<file path="config.mk">
export PLATFORM = sky130hd
export DESIGN_NAME = inner_product_distance_flat
export DESIGN_NICKNAME = d
export VERILOG_FILES = /design/src/rtl/ipd_pkg.sv /design/src/rtl/ipd_in_if.sv /design/src/rtl/ipd_out_if.sv /design/src/rtl/ipd_cfg_if.sv /design/src/rtl/ipd_ctrl.sv /design/src/rtl/ipd_lane.sv /design/src/rtl/ipd_merge.sv /design/src/rtl/ipd_accum.sv /design/src/rtl/inner_product_distance.sv /design/src/flat_wrapper.sv
export SDC_FILE = /design/constraint.sdc
export NUM_CORES = 2
export LEC_CHECK = 0
export BUFFER_PORTS_ARGS = -buffer_cell sky130_fd_sc_hd__buf_4
export CAP_MARGIN = 10
export CORE_ASPECT_RATIO = 0.8
export CORE_MARGIN = 2
export CORE_UTILIZATION = 36
export DETAILED_ROUTE_END_ITERATION = 6
export PLACE_DENSITY = 0.55
export SLEW_MARGIN = 0
export SYNTH_ARGS = -nofsm -noshare
export SYNTH_HDL_FRONTEND = slang
export SYNTH_SLANG_ARGS = --single-unit
</file>
<file path="constraint.sdc">
create_clock -name clk -period 9.77 [get_ports clk]
set_input_delay 1.954 -clock clk [delete_from_list [all_inputs] [get_ports clk]]
set_output_delay 1.954 -clock clk [all_outputs]
set_load 0.005 [all_outputs]
</file>
<file path="src/rtl/ipd_pkg.sv">
`default_nettype none
package ipd_pkg;

  localparam int LANES   = 4;
  localparam int MAX_DIM = 4096;
  localparam int CNT_W   = $clog2(MAX_DIM + 1);
  localparam int ELEM_W  = 16;
  localparam int PROD_W  = 2 * ELEM_W;
  localparam int SUM_W   = PROD_W + $clog2(LANES) + 1;
  localparam int ACC_W   = 45;
  localparam int DIST_W  = 44;
  localparam int LV_W    = 3;
  localparam int MODE_W  = 2;

  localparam logic [MODE_W-1:0] MODE_ALL = MODE_W'(0);
  localparam logic [MODE_W-1:0] MODE_G16 = MODE_W'(1);
  localparam logic [MODE_W-1:0] MODE_G4  = MODE_W'(2);

  // 1.0 in Q.30
  localparam logic signed [ACC_W-1:0] ONE_Q30 = {{(ACC_W - 31){1'b0}}, 1'b1, 30'd0};

  typedef logic signed [ELEM_W-1:0] elem_t;
  typedef logic signed [PROD_W-1:0] prod_t;
  typedef logic signed [SUM_W-1:0]  sum_t;
  typedef logic signed [ACC_W-1:0]  acc_t;
  typedef logic [LANES-1:0]         lane_mask_t;

  typedef struct packed {
    lane_mask_t bnd;
    logic       last;
    logic       too_long;
  } s1_ctl_t;

  typedef struct packed {
    sum_t lo;
    sum_t hi;
    logic has_b;
    logic last;
    logic too_long;
  } s2_t;

endpackage
`default_nettype wire

</file>
<file path="src/rtl/ipd_in_if.sv">
`default_nettype none
interface ipd_in_if;
  logic                  valid;
  logic                  ready;
  logic signed [15:0]    a_lane0;
  logic signed [15:0]    a_lane1;
  logic signed [15:0]    a_lane2;
  logic signed [15:0]    a_lane3;
  logic signed [15:0]    b_lane0;
  logic signed [15:0]    b_lane1;
  logic signed [15:0]    b_lane2;
  logic signed [15:0]    b_lane3;
  logic [2:0]            lanes_valid;
  logic                  last;

  modport source (
    output valid, a_lane0, a_lane1, a_lane2, a_lane3,
    output b_lane0, b_lane1, b_lane2, b_lane3, lanes_valid, last,
    input  ready
  );
  modport sink (
    input  valid, a_lane0, a_lane1, a_lane2, a_lane3,
    input  b_lane0, b_lane1, b_lane2, b_lane3, lanes_valid, last,
    output ready
  );
endinterface
`default_nettype wire

</file>
<file path="src/rtl/ipd_out_if.sv">
`default_nettype none
interface ipd_out_if;
  logic               valid;
  logic               ready;
  logic signed [43:0] distance;
  logic               too_long;

  modport source (output valid, distance, too_long, input ready);
  modport sink (input valid, distance, too_long, output ready);
endinterface
`default_nettype wire

</file>
<file path="src/rtl/ipd_cfg_if.sv">
`default_nettype none
interface ipd_cfg_if;
  logic       valid;
  logic       ready;
  logic [1:0] tail_mode;

  modport source (output valid, tail_mode, input ready);
  modport sink (input valid, tail_mode, output ready);
endinterface
`default_nettype wire

</file>
<file path="src/rtl/ipd_ctrl.sv">
`default_nettype none
module ipd_ctrl (
  input  wire logic                          clk,
  input  wire logic                          rst_n,
  input  wire logic                          in_fire,
  input  wire logic [ipd_pkg::LV_W-1:0]      lanes_valid,
  input  wire logic                          last,
  input  wire logic [ipd_pkg::MODE_W-1:0]    mode,
  output      ipd_pkg::lane_mask_t           keep,
  output      ipd_pkg::s1_ctl_t              ctl_r
);

  logic [ipd_pkg::CNT_W-1:0] count_r, count_nxt;
  logic                      ovf_r, ovf_nxt;
  logic [ipd_pkg::LV_W-1:0]  nlanes;
  logic [ipd_pkg::CNT_W:0]   pos [ipd_pkg::LANES];
  logic [ipd_pkg::CNT_W:0]   pos1 [ipd_pkg::LANES];
  logic [ipd_pkg::CNT_W-1:0] kcnt;
  ipd_pkg::lane_mask_t       bnd;
  logic                      item_ovf;

  always_comb begin
    nlanes = (lanes_valid > ipd_pkg::LV_W'(ipd_pkg::LANES)) ?
             ipd_pkg::LV_W'(ipd_pkg::LANES) : lanes_valid;
    kcnt     = '0;
    item_ovf = 1'b0;
    for (int i = 0; i < ipd_pkg::LANES; i++) begin
      pos[i]  = {1'b0, count_r} + (ipd_pkg::CNT_W + 1)'(i);
      pos1[i] = pos[i] + (ipd_pkg::CNT_W + 1)'(1);
      keep[i] = (i < int'(nlanes)) &&
                (pos[i] < (ipd_pkg::CNT_W + 1)'(ipd_pkg::MAX_DIM));
      item_ovf = item_ovf | ((i < int'(nlanes)) && !keep[i]);
      kcnt = kcnt + ipd_pkg::CNT_W'(keep[i]);
      // element closes a group when its 1-based index is a multiple of the group
      case (mode)
        ipd_pkg::MODE_G16: bnd[i] = keep[i] && (pos1[i][3:0] == 4'd0);
        ipd_pkg::MODE_G4:  bnd[i] = keep[i] && (pos1[i][1:0] == 2'd0);
        default:           bnd[i] = keep[i];
      endcase
    end
    count_nxt = last ? '0 : count_r + kcnt;
    ovf_nxt   = last ? 1'b0 : (ovf_r | item_ovf);
  end

  always_ff @(posedge clk) begin
    if (!rst_n) begin
      count_r <= '0;
      ovf_r   <= 1'b0;
    end else if (in_fire) begin
      count_r <= count_nxt;
      ovf_r   <= ovf_nxt;
    end
  end

  always_ff @(posedge clk) begin
    if (in_fire) begin
      ctl_r.bnd      <= bnd;
      ctl_r.last     <= last;
      ctl_r.too_long <= ovf_r | item_ovf;
    end
  end

endmodule
`default_nettype wire

</file>
<file path="src/rtl/ipd_lane.sv">
`default_nettype none
module ipd_lane (
  input  wire logic           clk,
  input  wire logic           load,
  input  wire logic           keep,
  input  wire ipd_pkg::elem_t a,
  input  wire ipd_pkg::elem_t b,
  output      ipd_pkg::prod_t prod_r
);

  ipd_pkg::prod_t prod_nxt;

  // dropped or invalid lanes contribute zero
  assign prod_nxt = keep ? ipd_pkg::prod_t'(a * b) : '0;

  always_ff @(posedge clk) begin
    if (load) begin
      prod_r <= prod_nxt;
    end
  end

endmodule
`default_nettype wire

</file>
<file path="src/rtl/ipd_merge.sv">
`default_nettype none
module ipd_merge (
  input  wire logic             clk,
  input  wire logic             load,
  input  wire ipd_pkg::prod_t   prod [ipd_pkg::LANES],
  input  wire ipd_pkg::s1_ctl_t ctl,
  output      ipd_pkg::s2_t     s2_r
);

  ipd_pkg::lane_mask_t le;
  logic                seen;
  ipd_pkg::sum_t       lo, hi;

  // lanes up to the last group boundary go to lo, the rest to hi
  always_comb begin
    seen = 1'b0;
    for (int i = ipd_pkg::LANES - 1; i >= 0; i--) begin
      seen  = seen | ctl.bnd[i];
      le[i] = seen;
    end
    lo = '0;
    hi = '0;
    for (int i = 0; i < ipd_pkg::LANES; i++) begin
      if (le[i]) begin
        lo = lo + ipd_pkg::sum_t'(prod[i]);
      end else begin
        hi = hi + ipd_pkg::sum_t'(prod[i]);
      end
    end
  end

  always_ff @(posedge clk) begin
    if (load) begin
      s2_r.lo       <= lo;
      s2_r.hi       <= hi;
      s2_r.has_b    <= |ctl.bnd;
      s2_r.last     <= ctl.last;
      s2_r.too_long <= ctl.too_long;
    end
  end

endmodule
`default_nettype wire

</file>
<file path="src/rtl/ipd_accum.sv">
`default_nettype none
module ipd_accum (
  input  wire logic                    clk,
  input  wire logic                    rst_n,
  input  wire logic                    acc_fire,
  input  wire logic                    out_load,
  input  wire logic                    use_pend,
  input  wire ipd_pkg::s2_t            s2,
  output      logic signed [ipd_pkg::DIST_W-1:0] dist_r,
  output      logic                    tl_r
);

  ipd_pkg::acc_t comm_r, comm_nxt;
  ipd_pkg::acc_t pend_r, pend_nxt;
  ipd_pkg::acc_t cand_c_r, cand_p_r;
  logic          cand_tl_r;
  ipd_pkg::acc_t lo_x, hi_x, dist_full;

  always_comb begin
    lo_x = ipd_pkg::acc_t'(s2.lo);
    hi_x = ipd_pkg::acc_t'(s2.hi);
    if (s2.has_b) begin
      comm_nxt = comm_r + pend_r + lo_x;
      pend_nxt = hi_x;
    end else begin
      comm_nxt = comm_r;
      pend_nxt = pend_r + hi_x;
    end
    dist_full = ipd_pkg::ONE_Q30 - cand_c_r - cand_p_r;
  end

  always_ff @(posedge clk) begin
    if (!rst_n) begin
      comm_r <= '0;
      pend_r <= '0;
    end else if (acc_fire) begin
      if (s2.last) begin
        comm_r <= '0;
        pend_r <= '0;
      end else begin
        comm_r <= comm_nxt;
        pend_r <= pend_nxt;
      end
    end
  end

  always_ff @(posedge clk) begin
    if (acc_fire && s2.last) begin
      cand_c_r  <= comm_nxt;
      cand_p_r  <= use_pend ? pend_nxt : '0;
      cand_tl_r <= s2.too_long;
    end
    if (out_load) begin
      dist_r <= dist_full[ipd_pkg::DIST_W-1:0];
      tl_r   <= cand_tl_r;
    end
  end

endmodule
`default_nettype wire

</file>
<file path="src/rtl/inner_product_distance.sv">
`default_nettype none
// channel  dir  handshake        payload
// in_ch    in   valid / ready    a_lane0..3, b_lane0..3, lanes_valid, last
// out_ch   out  valid / ready    distance, too_long
// cfg_ch   in   valid / ready=1  tail_mode
//
// One item per cycle while out_ch does not stall; out_ch.valid is the output register flag.
// The rate is set by the accumulator add in the merge/accumulate stage.
// Reset (rst_n low, synchronous) clears sums, element count and tail_mode.
// Non-last items retire in the accumulator without out_ch; a last item waits there
// only while candidate and output registers are full and out_ch.ready is low, and
// the input stalls once both front stages are held behind it.
module inner_product_distance (
  input  wire logic clk,
  input  wire logic rst_n,
  ipd_in_if.sink    in_ch,
  ipd_out_if.source out_ch,
  ipd_cfg_if.sink   cfg_ch
);

  logic [ipd_pkg::MODE_W-1:0] tail_mode_r;
  logic v1_r, v1_nxt, v2_r, v2_nxt, cv_r, cv_nxt, ov_r, ov_nxt;
  logic in_fire, move12, acc_fire, cand_in, out_load, cand_free, s2_free, s1_free;
  logic use_pend;

  ipd_pkg::elem_t      a_arr [ipd_pkg::LANES];
  ipd_pkg::elem_t      b_arr [ipd_pkg::LANES];
  ipd_pkg::prod_t      prod  [ipd_pkg::LANES];
  ipd_pkg::lane_mask_t keep;
  ipd_pkg::s1_ctl_t    ctl;
  ipd_pkg::s2_t        s2;

  assign a_arr[0] = in_ch.a_lane0;
  assign a_arr[1] = in_ch.a_lane1;
  assign a_arr[2] = in_ch.a_lane2;
  assign a_arr[3] = in_ch.a_lane3;
  assign b_arr[0] = in_ch.b_lane0;
  assign b_arr[1] = in_ch.b_lane1;
  assign b_arr[2] = in_ch.b_lane2;
  assign b_arr[3] = in_ch.b_lane3;

  assign cfg_ch.ready = 1'b1;

  always_ff @(posedge clk) begin
    if (!rst_n) begin
      tail_mode_r <= ipd_pkg::MODE_ALL;
    end else if (cfg_ch.valid) begin
      tail_mode_r <= cfg_ch.tail_mode;
    end
  end

  assign use_pend = !(tail_mode_r == ipd_pkg::MODE_G16 || tail_mode_r == ipd_pkg::MODE_G4);

  // pipeline flow: non-last items retire in the accumulator and never need out_ch
  always_comb begin
    out_load  = cv_r && (!ov_r || out_ch.ready);
    cand_free = !cv_r || out_load;
    acc_fire  = v2_r && (!s2.last || cand_free);
    cand_in   = acc_fire && s2.last;
    s2_free   = !v2_r || acc_fire;
    move12    = v1_r && s2_free;
    s1_free   = !v1_r || move12;
    in_fire   = in_ch.valid && s1_free;
    v1_nxt    = in_fire || (v1_r && !move12);
    v2_nxt    = move12 || (v2_r && !acc_fire);
    cv_nxt    = cand_in || (cv_r && !out_load);
    ov_nxt    = out_load || (ov_r && !out_ch.ready);
  end

  assign in_ch.ready  = s1_free;
  assign out_ch.valid = ov_r;

  always_ff @(posedge clk) begin
    if (!rst_n) begin
      v1_r <= 1'b0;
      v2_r <= 1'b0;
      cv_r <= 1'b0;
      ov_r <= 1'b0;
    end else begin
      v1_r <= v1_nxt;
      v2_r <= v2_nxt;
      cv_r <= cv_nxt;
      ov_r <= ov_nxt;
    end
  end

  ipd_ctrl u_ctrl (
    .clk         (clk),
    .rst_n       (rst_n),
    .in_fire     (in_fire),
    .lanes_valid (in_ch.lanes_valid),
    .last        (in_ch.last),
    .mode        (tail_mode_r),
    .keep        (keep),
    .ctl_r       (ctl)
  );

  for (genvar g = 0; g < ipd_pkg::LANES; g++) begin : g_lane
    ipd_lane u_lane (
      .clk    (clk),
      .load   (in_fire),
      .keep   (keep[g]),
      .a      (a_arr[g]),
      .b      (b_arr[g]),
      .prod_r (prod[g])
    );
  end

  ipd_merge u_merge (
    .clk  (clk),
    .load (move12),
    .prod (prod),
    .ctl  (ctl),
    .s2_r (s2)
  );

  ipd_accum u_accum (
    .clk      (clk),
    .rst_n    (rst_n),
    .acc_fire (acc_fire),
    .out_load (out_load),
    .use_pend (use_pend),
    .s2       (s2),
    .dist_r   (out_ch.distance),
    .tl_r     (out_ch.too_long)
  );

`ifndef SYNTH
  // input stalls only when both front stages are occupied
  a_in_stall: assert property (@(posedge clk) disable iff (!rst_n)
    !in_ch.ready |-> (v1_r && v2_r))
    else $error("input stalled with a free pipeline stage");

  // accumulator holds an item only behind a full, blocked result path
  a_acc_stall: assert property (@(posedge clk) disable iff (!rst_n)
    (v2_r && !acc_fire) |-> (cv_r && ov_r && !out_ch.ready))
    else $error("accumulator stalled without downstream backpressure");

  a_cand_load: assert property (@(posedge clk) disable iff (!rst_n)
    cand_in |=> cv_r)
    else $error("last item result lost at candidate register");
`endif

endmodule
`default_nettype wire
</file>
<file path="src/flat_wrapper.sv">
// flat-port wrapper written by rule: the top's interface ports become plain ports
module inner_product_distance_flat 
  (clk, rst_n, in_ch_valid, in_ch_a_lane0, in_ch_a_lane1, in_ch_a_lane2, in_ch_a_lane3, in_ch_b_lane0, in_ch_b_lane1, in_ch_b_lane2, in_ch_b_lane3, in_ch_lanes_valid, in_ch_last, in_ch_ready, out_ch_valid, out_ch_distance, out_ch_too_long, out_ch_ready, cfg_ch_valid, cfg_ch_tail_mode, cfg_ch_ready);
  ipd_in_if in_ch_i ();
  ipd_out_if out_ch_i ();
  ipd_cfg_if cfg_ch_i ();
  input  wire logic clk;
  input  wire logic rst_n;
  input wire logic [$bits(in_ch_i.valid)-1:0] in_ch_valid;
  input wire logic [$bits(in_ch_i.a_lane0)-1:0] in_ch_a_lane0;
  input wire logic [$bits(in_ch_i.a_lane1)-1:0] in_ch_a_lane1;
  input wire logic [$bits(in_ch_i.a_lane2)-1:0] in_ch_a_lane2;
  input wire logic [$bits(in_ch_i.a_lane3)-1:0] in_ch_a_lane3;
  input wire logic [$bits(in_ch_i.b_lane0)-1:0] in_ch_b_lane0;
  input wire logic [$bits(in_ch_i.b_lane1)-1:0] in_ch_b_lane1;
  input wire logic [$bits(in_ch_i.b_lane2)-1:0] in_ch_b_lane2;
  input wire logic [$bits(in_ch_i.b_lane3)-1:0] in_ch_b_lane3;
  input wire logic [$bits(in_ch_i.lanes_valid)-1:0] in_ch_lanes_valid;
  input wire logic [$bits(in_ch_i.last)-1:0] in_ch_last;
  output wire logic [$bits(in_ch_i.ready)-1:0] in_ch_ready;
  output wire logic [$bits(out_ch_i.valid)-1:0] out_ch_valid;
  output wire logic [$bits(out_ch_i.distance)-1:0] out_ch_distance;
  output wire logic [$bits(out_ch_i.too_long)-1:0] out_ch_too_long;
  input wire logic [$bits(out_ch_i.ready)-1:0] out_ch_ready;
  input wire logic [$bits(cfg_ch_i.valid)-1:0] cfg_ch_valid;
  input wire logic [$bits(cfg_ch_i.tail_mode)-1:0] cfg_ch_tail_mode;
  output wire logic [$bits(cfg_ch_i.ready)-1:0] cfg_ch_ready;
  assign in_ch_i.valid = in_ch_valid;
  assign in_ch_i.a_lane0 = in_ch_a_lane0;
  assign in_ch_i.a_lane1 = in_ch_a_lane1;
  assign in_ch_i.a_lane2 = in_ch_a_lane2;
  assign in_ch_i.a_lane3 = in_ch_a_lane3;
  assign in_ch_i.b_lane0 = in_ch_b_lane0;
  assign in_ch_i.b_lane1 = in_ch_b_lane1;
  assign in_ch_i.b_lane2 = in_ch_b_lane2;
  assign in_ch_i.b_lane3 = in_ch_b_lane3;
  assign in_ch_i.lanes_valid = in_ch_lanes_valid;
  assign in_ch_i.last = in_ch_last;
  assign in_ch_ready = in_ch_i.ready;
  assign out_ch_valid = out_ch_i.valid;
  assign out_ch_distance = out_ch_i.distance;
  assign out_ch_too_long = out_ch_i.too_long;
  assign out_ch_i.ready = out_ch_ready;
  assign cfg_ch_i.valid = cfg_ch_valid;
  assign cfg_ch_i.tail_mode = cfg_ch_tail_mode;
  assign cfg_ch_ready = cfg_ch_i.ready;
  inner_product_distance u_core (.clk(clk), .rst_n(rst_n), .in_ch(in_ch_i), .out_ch(out_ch_i), .cfg_ch(cfg_ch_i));
endmodule
</file>
==> results.toml <==
[outcome]
outcome = "finished clean"

[die]
ios = 187
die_h_um = 413
core_mm2 = 0.208
die-area_mm2 = 0.213
num_rows = 150
die_width_um = 515
start_util_pct = 36.1

[synth]
synth_nets = 10200
synth_top_area_share_pct = 29.3
ys.flop_type = "edfxtp_1"
synth.cell_area_mm2 = 0.0752
synth_edf_count = 341
synth.ff_latch_count = 449
async_flop_share_pct = 0
ys_seq_area_share_pct = 16.5
yosysUniqueCellTypes = 93
netlist_instances = 8278
syn_area_per_cell_um2 = 9.08
yosysWarningCount = 0
synthTopCellsByArea = "fa_1 (29%), edfxtp_1 (14%), ha_1 (12%)"
yosys.area.top_type = "fa_1"

[critical_path]
required_ns = 10.14
worst-path-stages = 37
critPathKind = "reg -> reg"
cp.buffers_inverters = 1
crit_end = "u_core.u_merge.s2_r[37]"
reg2reg_depth = 37
worst_setup_path_end_kind = "flip-flop"
cp.arrival_ns = 9.51
r2r-start = "u_core.u_ctrl.ctl_r[5]"
crit_slowest_cell = "buf_4"
cp_max_fo = 60
rrSetupSlack_ns = 0.63
cp_top_family = "compound AO/OA/AOI/OAI gates"
rr_endpoint = "u_core.u_merge.s2_r[37]"
crit_path_start_kind = "flip-flop"
startpoint = "u_core.u_ctrl.ctl_r[5]"
max_stage_delay_ns = 0.55
cp_common_cell = "nor2_1"

[sta]
fin_crit_ns = 9.14
grt_setup_unrepaired = "false"
setup_tns_ns = 0
report.final.hold_viol_count = 0
fin_skew_ns = 0.0329
setup_violations = 0
fmax_ghz = 0.109
relSlewSlack_pct = 22.4
tightest_slew_ns = 1.16
drv_slew = 0
final.period_utilization_pct = 93.6

[routing]
vias = 56700
via_per_inst = 5.14
drt-wirelength-per-cell_um = 19.1
firstDrtPassIters = 6
wl_um = 211000
drc = 0
postRouteAntennaNets = 0
drt_iter0_markers = 3608

[final_layout]
nFillCells = 21000
fin_nets = 10200
fin_area_mm2 = 0.0811
syn2layout_area_growth_pct = 7.86
drive_gt1_share_pct = 5.20

[place]
post_dp_cell_area_mm2 = 0.0792
portBuffers = 185
hpwl_um = 173000
place_congestion = 0.962

[clock_tree]
htree_levels = 2
post_cts_resized = 0
clockRootBuffer = "clkbuf_16"
cts_tree = "yes"
cts_made_buffers = 53
clkLatencyLatePin_ns = 0.67
postCtsHoldBufs = 0
cts_setup_buffers = 0
cts.clk_slew.worst_paths_ns = 0.06
cts.path.max_buffers = 3
clock-sinks = 449

[global_routing]
grt_max_degree = 91
grt_overflow_total = 0
grt.total_usage_pct = 20.1
grt_pass1_vias = 58800
grt_pass1_wl_um = 338000
antenna_found_initial = 10

[run]
drv_cap = 0

[min_path]
min_path_type = "reg -> reg"
how the worst min path moves through the flow:
stage                      startpoint                  endpoint  depth (start not counted)
5_1_grt        u_core.u_ctrl.ctl_r[1]    u_core.u_merge.s2_r[1]                          0
3_3_place_gp   u_core.u_merge.s2_r[0]  u_core.u_accum.cand_tl_r                          0
6_report       u_core.u_merge.s2_r[0]  u_core.u_accum.cand_tl_r                          0
4_1_cts        u_core.u_merge.s2_r[0]  u_core.u_accum.cand_tl_r                          0
2_1_floorplan  u_core.u_merge.s2_r[0]  u_core.u_accum.cand_tl_r                          0
3_5_place_dp   u_core.u_merge.s2_r[0]  u_core.u_accum.cand_tl_r                          0
final cells by class:
type                       instances  area, µm²  share of cell area (%)
timing repair buffer             223       1670                    2.06
clock inverter                    37        498                   0.614
clock buffer                      61       1410                    1.74
antenna                            1       2.50                 0.00309
multi-input combinational       6187      56600                    69.8
inverter                        1346       5050                    6.23
tap                             2736       3420                    4.22
sequential                       449      12400                    15.3
state kept, by name, summed over array words and instances (netlist names), 2 cells and up:
register	flops
u_core.g_lane.u_lane.prod_r	128
u_core.tail_mode_r	2
u_core.u_accum.cand_c_r	44
u_core.u_accum.cand_p_r	44
u_core.u_accum.comm_r	44
u_core.u_accum.dist_r	44
u_core.u_accum.pend_r	44
u_core.u_ctrl.count_r	13
u_core.u_ctrl.ctl_r	6
u_core.u_merge.s2_r	73
metrics by stage:
step	hold WS [ns]	setup slack (ns)	instances	utilization, %
floorplan	0.400	1.27	8278	-
global placement	0.406	0.722	10900	38.0
detailed placement	0.407	0.635	10900	38.0
CTS	0.417	0.740	11000	38.9
global route	0.437	0.0167	11000	38.9
finish	0.417	0.626	11000	38.9
metal layers:
metal  vias up  track usage (%)  routed length, µm
li1      26800                -                  -
met1     28400             30.0             103000
met2      1329             31.8              93200
met3       167             1.86              10400
met4         4             3.45               3710
met5         -                0                 30
cells in the mapped netlist (9+ instances only):
cell type  instances
a31oi_1           46
or2_2             17
o41ai_1           10
o31ai_1           28
nor2b_1           54
a21o_1           223
o21ai_0          250
and2_1           498
nor3_1            70
nor4_1            16
nand2b_1         108
nand2_1          836
a21oi_1          445
edfxtp_1         341
or3_1             25
clkbuf_1         265
nor2_1           538
nor3b_1           15
dfxtp_1          108
o21ai_1            9
a2111oi_0          9
o22ai_1           12
fa_1            1101
ha_1             702
o21bai_1          78
inv_1           1342
o21a_1            53
buf_1             21
o211ai_1          33
a22o_1            12
nand4_1           31
a211oi_1          41
mux2_2            56
a22oi_1           61
xnor2_1          300
and3_1            37
xor2_1           164
mux2i_1           13
a21boi_0          27
nand3_1           98
layout by cell type (no fill, tap or decap), drive strengths merged, types with 62 or more instances in the layout:
| cell type | synthesis | layout |
|---|---|---|
| dfxtp | 108 | 108 |
| a22oi | 62 | 62 |
| o21bai | 78 | 78 |
| xnor2 | 300 | 300 |
| inv | 1343 | 1349 |
| a21o | 223 | 223 |
| a21oi | 450 | 450 |
| nand3 | 99 | 99 |
| o21ai | 259 | 259 |
| xor2 | 164 | 164 |
| nand2b | 108 | 108 |
| nor3 | 72 | 72 |
| nor2 | 538 | 538 |
| buf | 31 | 223 |
| ha | 702 | 702 |
| fa | 1101 | 1101 |
| and2 | 498 | 498 |
| nand2 | 836 | 836 |
| edfxtp | 341 | 341 |
kinds of logic after synthesis:
family	after synthesis	share of synthesized area (%)
AOI/OAI and AO/OA	1474	12.8
and+or+nand+nor	2370	15.0
xor gates and xnor gates	464	5.40
other	1	0.00499
muxes	69	1.01
buffers and inverters	1642	8.25
DFF	449	16.5
adders and majority gates	1809	41.1
Power is not shown: default switching activity piles up to over one toggle a cycle in this logic, so the estimate is an artifact.
